<file path="config.mk">
export PLATFORM = sky130hd
export DESIGN_NAME = jpeg2000_codestream_marker_walker
export DESIGN_NICKNAME = d
export VERILOG_FILES = /design/src/hw/rtl/jcmw_pkg.sv /design/src/hw/rtl/jcmw_queue.sv /design/src/hw/rtl/jcmw_front.sv /design/src/hw/rtl/jcmw_back.sv /design/src/hw/rtl/jpeg2000_codestream_marker_walker.sv
export SDC_FILE = /design/constraint.sdc
export NUM_CORES = 2
export LEC_CHECK = 0
export BUFFER_PORTS_ARGS = -buffer_cell sky130_fd_sc_hd__buf_2
export CORE_UTILIZATION = 40
export DETAILED_ROUTE_END_ITERATION = 8
export PLACE_DENSITY_LB_ADDON = 0.08
export SETUP_SLACK_MARGIN = 0.3
export SLEW_MARGIN = 20
export SYNTH_ARGS = -nofsm -noshare
export SYNTH_HDL_FRONTEND = slang
export SYNTH_SLANG_ARGS = --single-unit
</file>
<file path="constraint.sdc">
create_clock -name clk_i -period 16.33 [get_ports clk_i]
set_input_delay 3.266 -clock clk_i [delete_from_list [all_inputs] [get_ports clk_i]]
set_output_delay 3.266 -clock clk_i [all_outputs]
set_load 0.02 [all_outputs]
</file>
<file path="src/hw/rtl/jcmw_pkg.sv">
// shared types, marker codes and helpers for the codestream marker walker
`timescale 1ns / 1ps

package jcmw_pkg;

  localparam logic [15:0] MK_SOC = 16'hFF4F;
  localparam logic [15:0] MK_SOT = 16'hFF90;
  localparam logic [15:0] MK_SOD = 16'hFF93;
  localparam logic [15:0] MK_EOC = 16'hFFD9;
  localparam logic [15:0] MK_EPH = 16'hFF92;
  localparam logic [7:0]  MK_PREFIX = 8'hFF;
  localparam logic [7:0]  SOC_LOW = 8'h4F;
  localparam logic [7:0]  NOLEN_LO = 8'h30;
  localparam logic [7:0]  NOLEN_HI = 8'h3F;
  localparam logic [15:0] LSOT_LEN = 16'd10;
  localparam logic [15:0] MIN_SEG_LEN = 16'd2;

  typedef enum logic [14:0] {
    PH_SOC0    = 15'b000000000000001,
    PH_SOC1    = 15'b000000000000010,
    PH_MK_HI   = 15'b000000000000100,
    PH_MK_LO   = 15'b000000000001000,
    PH_LEN_HI  = 15'b000000000010000,
    PH_LEN_LO  = 15'b000000000100000,
    PH_SKIP    = 15'b000000001000000,
    PH_SOT     = 15'b000000010000000,
    PH_TH_HI   = 15'b000000100000000,
    PH_TH_LO   = 15'b000001000000000,
    PH_TLEN_HI = 15'b000010000000000,
    PH_TLEN_LO = 15'b000100000000000,
    PH_TSKIP   = 15'b001000000000000,
    PH_BODY    = 15'b010000000000000,
    PH_DONE    = 15'b100000000000000
  } phase_e;

  // one queue entry: a tile-part record, a summary, or both from one byte
  typedef struct packed {
    logic        has_record;
    logic        has_summary;
    logic        sum_ok;
    logic [31:0] sot_pos;
    logic [31:0] hdr_end;
    logic [31:0] body_end;
    logic [15:0] tile;
    logic [7:0]  part;
    logic [7:0]  total;
    logic [31:0] main_hdr_end;
    logic [31:0] eoc_pos;
  } entry_t;

  function automatic logic no_length(input logic [15:0] code);
    logic res;
    res = (code == MK_SOC) || (code == MK_SOD) || (code == MK_EOC) || (code == MK_EPH) ||
          ((code[7:0] >= NOLEN_LO) && (code[7:0] <= NOLEN_HI));
    return res;
  endfunction

endpackage

</file>
<file path="src/hw/rtl/jcmw_queue.sv">
// short result queue between the byte parser and the output stage
`timescale 1ns / 1ps

module jcmw_queue
  import jcmw_pkg::*;
#(
  parameter int DEPTH = 4
) (
  input  logic   clk_i,
  input  logic   rst_ni,
  input  logic   push_i,
  input  entry_t push_data_i,
  output logic   full_o,
  input  logic   pop_i,
  output entry_t head_o,
  output logic   empty_o
);

  localparam int PW = (DEPTH > 1) ? $clog2(DEPTH) : 1;
  localparam int NW = $clog2(DEPTH + 1);

  entry_t          mem_q [DEPTH];
  logic [PW-1:0]   wr_ptr_q, wr_ptr_d;
  logic [PW-1:0]   rd_ptr_q, rd_ptr_d;
  logic [NW-1:0]   count_q, count_d;

  assign full_o  = (count_q == NW'(DEPTH));
  assign empty_o = (count_q == '0);
  assign head_o  = mem_q[rd_ptr_q];

  always_comb begin
    wr_ptr_d = wr_ptr_q;
    rd_ptr_d = rd_ptr_q;
    count_d  = count_q;
    if (push_i) begin
      wr_ptr_d = (wr_ptr_q == PW'(DEPTH - 1)) ? '0 : wr_ptr_q + 1'b1;
    end
    if (pop_i) begin
      rd_ptr_d = (rd_ptr_q == PW'(DEPTH - 1)) ? '0 : rd_ptr_q + 1'b1;
    end
    if (push_i && !pop_i) begin
      count_d = count_q + 1'b1;
    end else if (!push_i && pop_i) begin
      count_d = count_q - 1'b1;
    end
  end

  always_ff @(posedge clk_i) begin
    if (push_i) begin
      mem_q[wr_ptr_q] <= push_data_i;
    end
  end

  always_ff @(posedge clk_i or negedge rst_ni) begin
    if (!rst_ni) begin
      wr_ptr_q <= '0;
      rd_ptr_q <= '0;
      count_q  <= '0;
    end else begin
      wr_ptr_q <= wr_ptr_d;
      rd_ptr_q <= rd_ptr_d;
      count_q  <= count_d;
    end
  end

`ifndef SYNTHESIS
  a_no_push_full: assert property (@(posedge clk_i) disable iff (!rst_ni)
    full_o |-> !push_i || pop_i) else $error("push into full queue");
  a_no_pop_empty: assert property (@(posedge clk_i) disable iff (!rst_ni)
    empty_o |-> !pop_i) else $error("pop from empty queue");
  a_count_range: assert property (@(posedge clk_i) disable iff (!rst_ni)
    count_q <= NW'(DEPTH)) else $error("queue count out of range");
`endif

endmodule

</file>
<file path="src/hw/rtl/jcmw_front.sv">
// byte parser: walks markers and segments, builds records and the summary
`timescale 1ns / 1ps

module jcmw_front
  import jcmw_pkg::*;
#(
  parameter int OFFSET_BITS = 32
) (
  input  logic        clk_i,
  input  logic        rst_ni,
  input  logic        cfg_valid_i,
  output logic        cfg_ready_o,
  input  logic [31:0] stream_length_i,
  input  logic        in_valid_i,
  output logic        in_stall_o,
  input  logic [7:0]  data_byte_i,
  input  logic        q_full_i,
  output logic        push_o,
  output entry_t      push_data_o
);

  localparam int CW = ((OFFSET_BITS > 32) ? OFFSET_BITS : 32) + 2;

  phase_e                 phase_q, phase_d;
  logic [31:0]            stream_length_q;
  logic [OFFSET_BITS-1:0] byte_offset_q, byte_offset_d;
  logic [OFFSET_BITS-1:0] marker_start_q, marker_start_d;
  logic [7:0]             mhb_q, mhb_d;
  logic [3:0]             field_count_q, field_count_d;
  logic [CW-1:0]          skip_until_q, skip_until_d;
  logic [OFFSET_BITS-1:0] sot_off_q, sot_off_d;
  logic [15:0]            tile_q, tile_d;
  logic [31:0]            tile_len_q, tile_len_d;
  logic [7:0]             part_q, part_d;
  logic [7:0]             total_q, total_d;
  logic [OFFSET_BITS-1:0] hdr_seen_q, hdr_seen_d;
  logic                   first_sot_q, first_sot_d;

  logic          in_fire;
  logic [15:0]   pair;
  logic [CW-1:0] sl, o1, seg_end, bend_sum, bend, sum_eoc;
  logic          sum_flag, sum_ok, ended, rec_flag;
  entry_t        ent;

  assign cfg_ready_o = 1'b1;
  assign in_stall_o  = q_full_i;
  assign in_fire     = in_valid_i && !in_stall_o;

  assign pair     = {mhb_q, data_byte_i};
  assign sl       = CW'(stream_length_q);
  assign o1       = CW'(byte_offset_q) + CW'(1);
  assign seg_end  = CW'(marker_start_q) + CW'(pair) + CW'(2);
  assign bend_sum = CW'(sot_off_q) + CW'(tile_len_q);
  assign bend     = (tile_len_q == '0) ? sl : ((bend_sum > sl) ? sl : bend_sum);

  always_comb begin
    phase_d        = phase_q;
    byte_offset_d  = byte_offset_q;
    marker_start_d = marker_start_q;
    mhb_d          = mhb_q;
    field_count_d  = field_count_q;
    skip_until_d   = skip_until_q;
    sot_off_d      = sot_off_q;
    tile_d         = tile_q;
    tile_len_d     = tile_len_q;
    part_d         = part_q;
    total_d        = total_q;
    hdr_seen_d     = hdr_seen_q;
    first_sot_d    = first_sot_q;
    sum_flag       = 1'b0;
    sum_ok         = 1'b1;
    sum_eoc        = sl;
    ended          = 1'b0;
    rec_flag       = 1'b0;
    ent            = '0;

    if (in_fire) begin
      byte_offset_d = byte_offset_q + 1'b1;
      unique case (phase_q)
        PH_SOC0: begin
          if (stream_length_q < 32'd2 || data_byte_i != MK_PREFIX) begin
            sum_flag = 1'b1;
            sum_ok   = 1'b0;
            sum_eoc  = '0;
            ended    = 1'b1;
          end else begin
            phase_d = PH_SOC1;
          end
        end
        PH_SOC1: begin
          if (data_byte_i != SOC_LOW) begin
            sum_flag = 1'b1;
            sum_ok   = 1'b0;
            sum_eoc  = '0;
            ended    = 1'b1;
          end else begin
            phase_d = PH_MK_HI;
          end
        end
        PH_MK_HI, PH_TH_HI: begin
          marker_start_d = byte_offset_q;
          mhb_d          = data_byte_i;
          phase_d        = (phase_q == PH_MK_HI) ? PH_MK_LO : PH_TH_LO;
        end
        PH_MK_LO: begin
          if (pair == MK_EOC) begin
            sum_flag = 1'b1;
            sum_eoc  = CW'(marker_start_q);
            ended    = 1'b1;
          end else if (pair == MK_SOT) begin
            field_count_d = '0;
            phase_d       = PH_SOT;
          end else if (no_length(pair)) begin
            phase_d = PH_MK_HI;
          end else begin
            phase_d = PH_LEN_HI;
          end
        end
        PH_LEN_HI, PH_TLEN_HI: begin
          mhb_d   = data_byte_i;
          phase_d = (phase_q == PH_LEN_HI) ? PH_LEN_LO : PH_TLEN_LO;
        end
        PH_LEN_LO, PH_TLEN_LO: begin
          skip_until_d = seg_end;
          if (pair < MIN_SEG_LEN || seg_end > sl) begin
            sum_flag = 1'b1;
            ended    = 1'b1;
          end else if (seg_end == o1) begin
            phase_d = (phase_q == PH_LEN_LO) ? PH_MK_HI : PH_TH_HI;
          end else begin
            phase_d = (phase_q == PH_LEN_LO) ? PH_SKIP : PH_TSKIP;
          end
        end
        PH_SKIP, PH_TSKIP, PH_BODY: begin
          if (o1 == skip_until_q) begin
            phase_d = (phase_q == PH_TSKIP) ? PH_TH_HI : PH_MK_HI;
          end
        end
        PH_SOT: begin
          field_count_d = field_count_q + 1'b1;
          unique case (field_count_q)
            4'd0: mhb_d = data_byte_i;
            4'd1: begin
              if (pair != LSOT_LEN) begin
                sum_flag = 1'b1;
                ended    = 1'b1;
              end else begin
                sot_off_d = marker_start_q;
              end
            end
            4'd2: tile_d = {data_byte_i, 8'h00};
            4'd3: tile_d = {tile_q[15:8], data_byte_i};
            4'd4: tile_len_d = {24'h000000, data_byte_i};
            4'd5, 4'd6, 4'd7: tile_len_d = {tile_len_q[23:0], data_byte_i};
            4'd8: part_d = data_byte_i;
            default: begin
              total_d = data_byte_i;
              if (!first_sot_q) begin
                hdr_seen_d  = sot_off_q;
                first_sot_d = 1'b1;
              end
              phase_d = PH_TH_HI;
            end
          endcase
        end
        PH_TH_LO: begin
          if (pair == MK_SOD) begin
            rec_flag = 1'b1;
            if (bend < CW'(marker_start_q) + CW'(2)) begin
              sum_flag = 1'b1;
              ended    = 1'b1;
            end else begin
              skip_until_d = bend;
              phase_d      = (bend == o1) ? PH_MK_HI : PH_BODY;
            end
          end else if (no_length(pair)) begin
            phase_d = PH_TH_HI;
          end else begin
            phase_d = PH_TLEN_HI;
          end
        end
        PH_DONE: ended = 1'b1;
        default: ended = 1'b1;
      endcase

      // last byte of the stream closes the walk
      if (!ended && o1 >= sl) begin
        sum_flag = 1'b1;
        sum_ok   = 1'b1;
        sum_eoc  = sl;
      end
      if (sum_flag) begin
        phase_d = PH_DONE;
      end
    end

    ent.has_record  = rec_flag;
    ent.has_summary = sum_flag;
    ent.sum_ok      = sum_ok;
    if (rec_flag) begin
      ent.sot_pos  = 32'(sot_off_q);
      ent.hdr_end  = 32'(marker_start_q);
      ent.body_end = 32'(bend);
      ent.tile     = tile_q;
      ent.part     = part_q;
      ent.total    = total_q;
    end
    if (sum_flag) begin
      ent.main_hdr_end = sum_ok ? 32'(hdr_seen_d) : 32'h0;
      ent.eoc_pos      = 32'(sum_eoc);
    end
  end

  assign push_o      = rec_flag || sum_flag;
  assign push_data_o = ent;

  always_ff @(posedge clk_i or negedge rst_ni) begin
    if (!rst_ni) begin
      phase_q         <= PH_SOC0;
      stream_length_q <= 32'd2;
      byte_offset_q   <= '0;
      marker_start_q  <= '0;
      mhb_q           <= '0;
      field_count_q   <= '0;
      skip_until_q    <= '0;
      sot_off_q       <= '0;
      tile_q          <= '0;
      tile_len_q      <= '0;
      part_q          <= '0;
      total_q         <= '0;
      hdr_seen_q      <= '0;
      first_sot_q     <= 1'b0;
    end else begin
      if (cfg_valid_i && cfg_ready_o) begin
        stream_length_q <= stream_length_i;
      end
      phase_q        <= phase_d;
      byte_offset_q  <= byte_offset_d;
      marker_start_q <= marker_start_d;
      mhb_q          <= mhb_d;
      field_count_q  <= field_count_d;
      skip_until_q   <= skip_until_d;
      sot_off_q      <= sot_off_d;
      tile_q         <= tile_d;
      tile_len_q     <= tile_len_d;
      part_q         <= part_d;
      total_q        <= total_d;
      hdr_seen_q     <= hdr_seen_d;
      first_sot_q    <= first_sot_d;
    end
  end

`ifndef SYNTHESIS
  a_push_on_byte: assert property (@(posedge clk_i) disable iff (!rst_ni)
    push_o |-> in_fire) else $error("result without accepted byte");
  a_done_sticks: assert property (@(posedge clk_i) disable iff (!rst_ni)
    phase_q == PH_DONE |=> phase_q == PH_DONE) else $error("walk restarted after summary");
  a_summary_ends: assert property (@(posedge clk_i) disable iff (!rst_ni)
    push_o && push_data_o.has_summary |=> phase_q == PH_DONE)
    else $error("summary without end of walk");
`endif

endmodule

</file>
<file path="src/hw/rtl/jcmw_back.sv">
// output stage: expands queue entries into result words and holds them under stall
`timescale 1ns / 1ps

module jcmw_back
  import jcmw_pkg::*;
(
  input  logic        clk_i,
  input  logic        rst_ni,
  input  entry_t      head_i,
  input  logic        empty_i,
  output logic        pop_o,
  output logic        out_valid_o,
  input  logic        out_stall_i,
  output logic        record_kind_o,
  output logic        walk_ok_o,
  output logic [31:0] sot_position_o,
  output logic [31:0] header_end_position_o,
  output logic [31:0] body_start_o,
  output logic [31:0] body_end_o,
  output logic [15:0] tile_number_o,
  output logic [7:0]  part_number_o,
  output logic [7:0]  part_total_o,
  output logic [31:0] main_header_end_o,
  output logic [31:0] eoc_position_o,
  output logic        last_o
);

  logic        out_valid_q;
  logic        pend_q, pend_d;
  logic        load, emit_rec;
  logic        kind_q, kind_d;
  logic        ok_q, ok_d;
  logic [31:0] sot_q, sot_d;
  logic [31:0] hdr_q, hdr_d;
  logic [31:0] bstart_q, bstart_d;
  logic [31:0] bend_q, bend_d;
  logic [15:0] tile_q, tile_d;
  logic [7:0]  part_q, part_d;
  logic [7:0]  total_q, total_d;
  logic [31:0] mhe_q, mhe_d;
  logic [31:0] eoc_q, eoc_d;

  assign load     = (!out_valid_q || !out_stall_i) && !empty_i;
  assign emit_rec = head_i.has_record && !pend_q;
  assign pop_o    = load && (!emit_rec || !head_i.has_summary);

  always_comb begin
    pend_d   = pend_q;
    kind_d   = 1'b0;
    ok_d     = 1'b0;
    sot_d    = '0;
    hdr_d    = '0;
    bstart_d = '0;
    bend_d   = '0;
    tile_d   = '0;
    part_d   = '0;
    total_d  = '0;
    mhe_d    = '0;
    eoc_d    = '0;
    if (load) begin
      pend_d = emit_rec && head_i.has_summary;
    end
    if (emit_rec) begin
      sot_d    = head_i.sot_pos;
      hdr_d    = head_i.hdr_end;
      bstart_d = head_i.hdr_end + 32'd2;
      bend_d   = head_i.body_end;
      tile_d   = head_i.tile;
      part_d   = head_i.part;
      total_d  = head_i.total;
    end else begin
      kind_d = 1'b1;
      ok_d   = head_i.sum_ok;
      mhe_d  = head_i.main_hdr_end;
      eoc_d  = head_i.eoc_pos;
    end
  end

  always_ff @(posedge clk_i or negedge rst_ni) begin
    if (!rst_ni) begin
      out_valid_q <= 1'b0;
      pend_q      <= 1'b0;
    end else begin
      if (!out_valid_q || !out_stall_i) begin
        out_valid_q <= !empty_i;
      end
      pend_q <= pend_d;
    end
  end

  always_ff @(posedge clk_i) begin
    if (load) begin
      kind_q   <= kind_d;
      ok_q     <= ok_d;
      sot_q    <= sot_d;
      hdr_q    <= hdr_d;
      bstart_q <= bstart_d;
      bend_q   <= bend_d;
      tile_q   <= tile_d;
      part_q   <= part_d;
      total_q  <= total_d;
      mhe_q    <= mhe_d;
      eoc_q    <= eoc_d;
    end
  end

  assign out_valid_o           = out_valid_q;
  assign record_kind_o         = kind_q;
  assign walk_ok_o             = ok_q;
  assign sot_position_o        = sot_q;
  assign header_end_position_o = hdr_q;
  assign body_start_o          = bstart_q;
  assign body_end_o            = bend_q;
  assign tile_number_o         = tile_q;
  assign part_number_o         = part_q;
  assign part_total_o          = total_q;
  assign main_header_end_o     = mhe_q;
  assign eoc_position_o        = eoc_q;
  assign last_o                = kind_q;

`ifndef SYNTHESIS
  a_pend_has_head: assert property (@(posedge clk_i) disable iff (!rst_ni)
    pend_q |-> !empty_i && head_i.has_summary) else $error("pending summary lost");
  a_pend_follows_rec: assert property (@(posedge clk_i) disable iff (!rst_ni)
    $rose(pend_q) |-> out_valid_o && !record_kind_o) else $error("summary split without record");
  a_pop_on_load: assert property (@(posedge clk_i) disable iff (!rst_ni)
    pop_o |-> load) else $error("entry dropped without output");
`endif

endmodule

</file>
<file path="src/hw/rtl/jpeg2000_codestream_marker_walker.sv">
// top level of the codestream marker walker
`timescale 1ns / 1ps

// Walks a codestream fed one byte per word on the in channel (in_valid_i,
// in_stall_o, data_byte_i) and returns tile-part records and one closing
// summary on the out channel (out_valid_o, out_stall_i, result fields).
// The stream length register is written on its own channel (cfg_valid_i,
// cfg_ready_o, stream_length_i); the user must write it only while the
// walker is idle, the block itself does not enforce this. Throughput: one
// byte per cycle while in_stall_o is low. A byte that both ends a tile-part
// header and closes the stream yields two result words, the record and
// then the summary. Each result word goes through the result queue and
// then the output register. The queue holds QUEUE_DEPTH entries; when it
// is full the in channel stalls, so a stalled receiver backs up into the
// byte side only after the queue and output register have filled. After
// the summary further bytes are taken and dropped. Reset returns the
// walker to expecting the SOC marker at offset zero, with a length of two.

module jpeg2000_codestream_marker_walker
  import jcmw_pkg::*;
#(
  parameter int OFFSET_BITS = 32,
  parameter int QUEUE_DEPTH = 4
) (
  input  logic        clk_i,
  input  logic        rst_ni,
  input  logic        cfg_valid_i,
  output logic        cfg_ready_o,
  input  logic [31:0] stream_length_i,
  input  logic        in_valid_i,
  output logic        in_stall_o,
  input  logic [7:0]  data_byte_i,
  output logic        out_valid_o,
  input  logic        out_stall_i,
  output logic        record_kind_o,
  output logic        walk_ok_o,
  output logic [31:0] sot_position_o,
  output logic [31:0] header_end_position_o,
  output logic [31:0] body_start_o,
  output logic [31:0] body_end_o,
  output logic [15:0] tile_number_o,
  output logic [7:0]  part_number_o,
  output logic [7:0]  part_total_o,
  output logic [31:0] main_header_end_o,
  output logic [31:0] eoc_position_o,
  output logic        last_o
);

  logic   q_full, q_empty, q_push, q_pop;
  entry_t q_in, q_head;

  jcmw_front #(
    .OFFSET_BITS(OFFSET_BITS)
  ) u_front (
    .clk_i          (clk_i),
    .rst_ni         (rst_ni),
    .cfg_valid_i    (cfg_valid_i),
    .cfg_ready_o    (cfg_ready_o),
    .stream_length_i(stream_length_i),
    .in_valid_i     (in_valid_i),
    .in_stall_o     (in_stall_o),
    .data_byte_i    (data_byte_i),
    .q_full_i       (q_full),
    .push_o         (q_push),
    .push_data_o    (q_in)
  );

  jcmw_queue #(
    .DEPTH(QUEUE_DEPTH)
  ) u_queue (
    .clk_i      (clk_i),
    .rst_ni     (rst_ni),
    .push_i     (q_push),
    .push_data_i(q_in),
    .full_o     (q_full),
    .pop_i      (q_pop),
    .head_o     (q_head),
    .empty_o    (q_empty)
  );

  jcmw_back u_back (
    .clk_i                (clk_i),
    .rst_ni               (rst_ni),
    .head_i               (q_head),
    .empty_i              (q_empty),
    .pop_o                (q_pop),
    .out_valid_o          (out_valid_o),
    .out_stall_i          (out_stall_i),
    .record_kind_o        (record_kind_o),
    .walk_ok_o            (walk_ok_o),
    .sot_position_o       (sot_position_o),
    .header_end_position_o(header_end_position_o),
    .body_start_o         (body_start_o),
    .body_end_o           (body_end_o),
    .tile_number_o        (tile_number_o),
    .part_number_o        (part_number_o),
    .part_total_o         (part_total_o),
    .main_header_end_o    (main_header_end_o),
    .eoc_position_o       (eoc_position_o),
    .last_o               (last_o)
  );

endmodule
</file>
Yosys cells after proc, flatten, opt, wreduce, memory -nomap -nowiden
Memories as Yosys holds them, arrays and structs flattened.
Index checks and enable logic that the tools add are counted.

operators by class
  add/sub/neg operators = 12
  multiply operators = 0
  divide/modulo/power cells = 0
  magnitude comparators = 8
  equal/unequal tests = 48
  shift-type cells = 0
  multiplexer cells = 74
  bitwise gates (word level) = 3
  reductions and logical operators = 57

operators with widths
  kind                                                                           count
  32-bit two-way mux                                                             10
  15-bit two-way mux                                                             11
  34-bit two-way mux                                                             4
  15-bit case mux with 9 select lines                                            1
  128-bit two-way mux                                                            1
  34-bit equality test                                                           3
  32-bit case mux with 3 select lines                                            1
  16-bit equality test, second input constant                                    5
  34-bit by 32-bit > comparator with 1-bit output                                2
  34-bit case mux with 2 select lines                                            1
  64-bit two-way mux                                                             1
  32-bit case mux with 2 select lines                                            1
  34-bit by 2-bit adder with 34-bit output, second input constant                1
  34-bit by 32-bit greater-or-equal comparator with 1-bit output                 1
  34-bit less-than comparator                                                    1
  32-bit by 1-bit adder with 33-bit output, second input constant                1
  32-bit by 16-bit adder with 33-bit output                                      1
  32-bit by 2-bit adder with 33-bit output, second input constant                1
  32-bit by 32-bit adder with 33-bit output                                      1
  32-bit by 1-bit adder with 32-bit output, second input constant                1
  32-bit by 2-bit adder with 32-bit output, second input constant                1
  32-bit logical NOT                                                             1
  32-bit by 2-bit less-than comparator with 1-bit output, second input constant  1
  16-bit case mux with 2 select lines                                            1
  other kinds (70)                                                               149

word-level totals
  register bits after elaboration = 521
  bits in latches = 0
  bits in writable memories = 780
  memory bits (read-only) = 0
  input port bits = 45
  output and inout port bits = 230
  logic and storage cells = 234
  memories kept = 1

memory list
  name           words  width  read ports  clocked after Yosys merged registers in  wr ports  line              text
  u_queue.mem_q  4      195    1           0                                        1         jcmw_queue.sv:22  entry_t mem_q [DEPTH];

Depth between registers and ports, before layout
  depth in word-level cells = 19
  depth in mapped cells = 41
  mapped depth without buffers = 37

Modules after synthesis
A second synthesis with hierarchy kept.

unflattened totals
  cell total of the unflattened synthesis = 4499
  area total of the unflattened synthesis = 61378.9 um2

by module, submodules not included
  module      instances  cells each  area each (um2)  sequential area each (um2)
  jcmw_queue  1          1056        28538.6          23597.6
  jcmw_front  1          2859        23909.2          7134.3
  jcmw_back   1          584         8931.1           6806.5

Least setup slack after synthesis
OpenSTA, ideal clock, no wires.

  path type = input to register
  from = input out_stall_i
  to = register u_queue.count_q[1]
  setup time = 0.125 ns
  data arrival time = 17.466 ns
  data required time = 16.205 ns
  path slack = -1.261 ns
  stages on the path = 6
  buffers on the path = 0
  cells stage by stage = a21oi_1 o21ai_1 ha_1 inv_1 fa_1 mux2_2

between the ends
  longest elaborated chain between the ends = 7
  elaborated cells on any way between the ends = 9
  those cells by class = mux: 1; reduce/logical: 8

ends and longest elaborated chain
  what                          line                                     text
  from (decl)                   jpeg2000_codestream_marker_walker.sv:34  input logic out_stall_i,
  1-bit logical NOT             jcmw_back.sv:43                          assign load = (!out_valid_q || !out_stall_i) && !empty_i;
  1-bit logical OR              jcmw_back.sv:43
  1-bit logical AND             jcmw_back.sv:43
  1-bit logical AND             jcmw_back.sv:45                          assign pop_o = load && (!emit_rec || !head_i.has_summary);
  1-bit logical NOT             jcmw_queue.sv:41                         if (push_i && !pop_i) begin
  1-bit logical AND             jcmw_queue.sv:41
  3-bit two-way mux             jcmw_queue.sv:41
  named net u_queue.count_d[1]  jcmw_queue.sv:25                         logic [NW-1:0] count_q, count_d;
  to (signal assigned)          jcmw_queue.sv:62                         count_q <= count_d;
  to (decl)                     jcmw_queue.sv:25

The timed path passes the listed nets, and every way through them passes these cells.
A chain may end at the register's enable or synchronous reset.

Worst setup path after layout
  from = register u_front.tile_len_q[0]
  to = memory u_queue.mem_q[3][182] in the netlist's numbering (enable)

between the ends
  longest elaborated chain between the ends = 17
  elaborated cells on any way between the ends = 19
  those cells by class = add/sub: 1; order compare: 2; mux: 12; reduce/logical: 4

ends and longest elaborated chain
  what                                             line                                     text
  from (decl)                                      jcmw_front.sv:33                         logic [31:0] tile_len_q, tile_len_d;
  from (signal assigned)                           jcmw_front.sv:245                        tile_len_q <= tile_len_d;
  32-bit by 32-bit adder with 33-bit output        jcmw_front.sv:53                         assign bend_sum = CW'(sot_off_q) + CW'(tile_len_q);
  34-bit by 32-bit > comparator with 1-bit output  jcmw_front.sv:54                         assign bend = (tile_len_q == '0) ? sl : ((bend_sum > sl) ? sl : bend_sum);
  34-bit two-way mux                               jcmw_front.sv:54
  34-bit two-way mux (*)                           jcmw_front.sv:54
  34-bit less-than comparator (*)                  jcmw_front.sv:169                        if (bend < CW'(marker_start_q) + CW'(2)) begin
  1-bit two-way mux (*)                            jcmw_front.sv:169
  1-bit two-way mux (*)                            jcmw_front.sv:167                        if (pair == MK_SOD) begin
  1-bit case mux with 7 select lines               jcmw_front.sv:79                         unique case (phase_q)
  1-bit two-way mux                                jcmw_front.sv:77                         if (in_fire) begin
  1-bit logical NOT                                jcmw_front.sv:187                        if (!ended && o1 >= sl) begin
  1-bit logical AND                                jcmw_front.sv:187
  1-bit two-way mux (*)                            jcmw_front.sv:187
  1-bit two-way mux (*) (2 in series)              jcmw_front.sv:77
  1-bit logical OR (*)                             jcmw_front.sv:214                        assign push_o = rec_flag || sum_flag;
  named net q_push                                 jpeg2000_codestream_marker_walker.sv:49  logic q_full, q_empty, q_push, q_pop;
  1-bit two-way mux (*)                            jcmw_queue.sv:49                         if (push_i) begin
  1-bit two-way mux (not written as such) (*)      jcmw_queue.sv:50                         mem_q[wr_ptr_q] <= push_data_i;
  to (decl)                                        jcmw_queue.sv:22

The timed path passes the listed nets; every way through them passes the cells marked *. The select of a mux whose other input is x is not followed.

==> results by group <==
Run status
  • Status: completed

Synthesis
  • Syn_nets: 4,693
  • Post-synthesis sequential area ratio: 0.610
  • Main combinational cell family by area after synthesis: simple AND/OR/NAND/NOR gates
  • Largest area contributor in the netlist: edfxtp_1
  • Post-synthesis mux area share: 0.0994
  • Top_reg_cell synth: edfxtp_1
  • Ys async rst share: 0.227
  • Synth Area in XOR/XNOR: 0.0430
  • EDFF count, synth: 1,005
  • Gate Count Post-Synth: 4,455
  • Post-synthesis cell type count: 105
  • Post-synthesis compound-gate area fraction: 0.0661
  • Post-synthesis adder-cell area fraction: 0.0396
  • Synth top area share: 0.490
  • Cell Area, Synth: 61,500 µm²
  • Flops & latches, synth: 1,300
  • Avg Inst Size Synth: 13.8 µm²
  • Synth area leaders: edfxtp_1 (49%), dfrtp_1 (12%), mux4_2 (7.1%)
  • Post-Synth Simple-Gate Area: 0.118
  • Synth warnings: 0

Global routing
  • Pin count of the biggest net entering global routing: 113
  • Gr usage total: 0.259
  • Initial antenna violation count: 9
  • Gr ovfl total: 0
  • First-pass GRT wire length: 289 mm
  • Vias in the first global route: 39,530

Clocking
  • Number of H-tree levels: 4
  • Clk buf depth: 3
  • Postcts setup bufs: 0
  • TritonCTS clock tree: done
  • Root Buffer: clkbuf_16
  • TritonCTS buffer count: 146
  • Post-cts sizing count: 0
  • Cts hold-fix bufs: 0
  • Clk Latency, worst-skew pair: 800 ps
  • Clock sink total: 1,300
  • Reg clk slew, reported paths: 60 ps

Run
  • Max cap viols: 0

Pwr
  • Power Dens Cells: 131 nW/µm²
  • Internal: 6430 µW
  • Net Sw Frac: 0.301
  • Clock power frac: 0.357
  • Combinational Power Share: 0.199
  • P_sw: 2770 µW
  • Leak Pwr: 0.0250 µW
  • Seq pwr share: 0.444
  • Worst vdd ir: 0.139 mV

Route
  • Via/cell ratio: 5.69
  • Final antenna-violating net count: 0
  • Final wirelength: 202 mm
  • Avg WL per Cell: 29.3 µm
  • Via Count: 39,218
  • TritonRoute pass-1 iters: 7
  • Residual DRC count: 0
  • Initial DRC count: 3,527

Placed design
  • Gpl congestion: 1.02
  • Post-DP HPWL: 143 mm
  • IO Port Bufs: 273

Worst setup path
  • CP max-delay cell: o21ai_0
  • Reg-to-reg slack, setup: 2240 ps
  • Largest stage delay on the critical path: 1120 ps
  • Crit path DAT: 14,490 ps
  • Crit end category: flip-flop
  • Worst Path Required: 16,730 ps
  • CP most frequent cell: ha_1
  • Crit start category: flip-flop
  • Max Fanout on Critical Path: 57
  • Kind of critical path: reg2reg

Final layout
  • Area grow syn2layout: 14.3%
  • Most frequent cells in the layout: edfxtp_1 (1,005), nand2_1 (301), dfrtp_1 (291), buf_2 (272), nor2_1 (210)
  • Fin util: 0.462
  • Final nets: 4,975
  • Share of cells above drive strength 1: 0.207
  • Commonest non-fill, non-tap cell in the layout: edfxtp_1

STA
  • Fmax: 71.0 MHz
  • Rel. slew slack: 0.226
  • Minimum period implied by the final worst setup slack: 14,090 ps
  • Period utilization: 0.863
  • Slew Limit Fails: 0
  • RSZ-0062 raised after global routing: no
  • Final Skew: 34.4 ps
  • Slew @ Worst Pin: 1150 ps
  • Setup TNS: 0 ps
  • Final Hold Fails: 0
  • Setup violations, final: 0

Die
  • Chip width: 394 µm
  • Starting Density: 0.404
  • Io pins: 275
  • Std cell rows: 143
  • Die H: 394 µm
  • Die area: 155,000 µm²
  • Area of the core: 152,000 µm²

Min path
  • Worst hold path type: reg2reg
[critical path, delay by kind of cell, from the launching register on]
family                   cells  cell delay [ps]
adder cells (fa/ha/maj)      4             1290
buffers and inverters        1              770
AND/OR/NAND/NOR             15             6440
XOR/XNOR                     1              540
AO/OA/AOI/OAI                8             4050
flip-flops                   1              440
[final timing paths]
check | startpoint | to | cells past startpoint
worst max register to register | u_front.tile_len_q[0] | u_queue.mem_q[3][182] | 29
worst max-delay path | u_front.tile_len_q[0] | u_queue.mem_q[3][182] | 29
min in group asynchronous | rst_ni | u_front.byte_offset_q[30] | 1
worst min register to register | u_front.tile_q[4] | u_front.tile_q[4] | 2
max in group asynchronous | rst_ni | u_queue.rd_ptr_q[0] | 3
worst min-delay path | u_front.tile_q[4] | u_front.tile_q[4] | 2
[power groups by stage]
stage               registers [µW]  clock network, µW  logic [µW]
finish                        4090               3290        1830
global placement              4160                  0        1860
detailed placement            4160                  0        1860
CTS                           4100               3380        1860
global route                  4120               3500        1960
floorplan                     4420                  0         898
[state kept, by name, indices dropped and copies added, names as in the netlist, 31 cells and up]
signal and flops:
u_back.sot_position_o 32, u_front.tile_len_q 32, u_queue.mem_q 780, u_front.stream_length_q 32
u_back.body_end_o 32, u_front.skip_until_q 34, u_front.hdr_seen_q 32, u_front.sot_off_q 32
u_front.marker_start_q 32, u_back.main_header_end_o 32, u_back.eoc_position_o 32, u_front.byte_offset_q 32
u_back.header_end_position_o 31, u_back.body_start_o 32
[stage by stage]
stage / area (µm²) / hold slack, ps / total power (µW) / std cells / setup WS (ps)
after global placement: 65400 / 442 / 6030 / 6619 / 2310
after detailed placement: 65400 / 450 / 6020 / 6619 / 2480
after global routing: 70300 / 478 / 9580 / 6888 / 1500
final: 70300 / 459 / 9210 / 6891 / 2240
after CTS: 70300 / 463 / 9340 / 6888 / 2410
after floorplan: 61500 / 430 / 5320 / 4455 / 3300
[area by class of cell]
cell class / count / area, µm²
antenna: 3 / 7.51
sequential: 1300 / 37600
tap: 2030 / 2540
timing repair buffer: 371 / 2190
fill: 13634 / 81900
multi-input combinational: 2793 / 22700
clock buffer: 208 / 4130
inverter: 125 / 469
clock inverter: 61 / 749
[synth_stat cells (25+ instances only)]
cell / n
and3_1: 159
a22o_1: 28
o21ai_0: 148
ha_1: 190
dfrtp_1: 293
nand4_1: 82
inv_1: 125
clkbuf_1: 181
a21oi_1: 149
a21o_1: 60
and2_1: 108
nor2_1: 211
xor2_1: 96
xnor2_1: 160
buf_1: 26
nor2b_1: 139
nor3_1: 76
mux2_2: 138
a211oi_1: 25
nand2_1: 301
nand3_1: 108
mux4_2: 195
edfxtp_1: 1005
o211ai_1: 30
nor4_1: 42
[routing by layer]
layer	up-vias	GRT usage	wire [µm]
met5	-	0	33
met4	4	0.0996	8160
met3	301	0.0445	11700
met2	1299	0.397	91500
met1	20142	0.367	90500
li1	17472	-	-
[logic make-up after synthesis]
kind of cell    after synthesis
simple gates               1360
flops                      1300
compound gates              614
buf+inv                     362
mux                         350
xor+xnor                    274
fa+ha+maj                   193
other cells                   2
(Power assumes the default switching activity.)
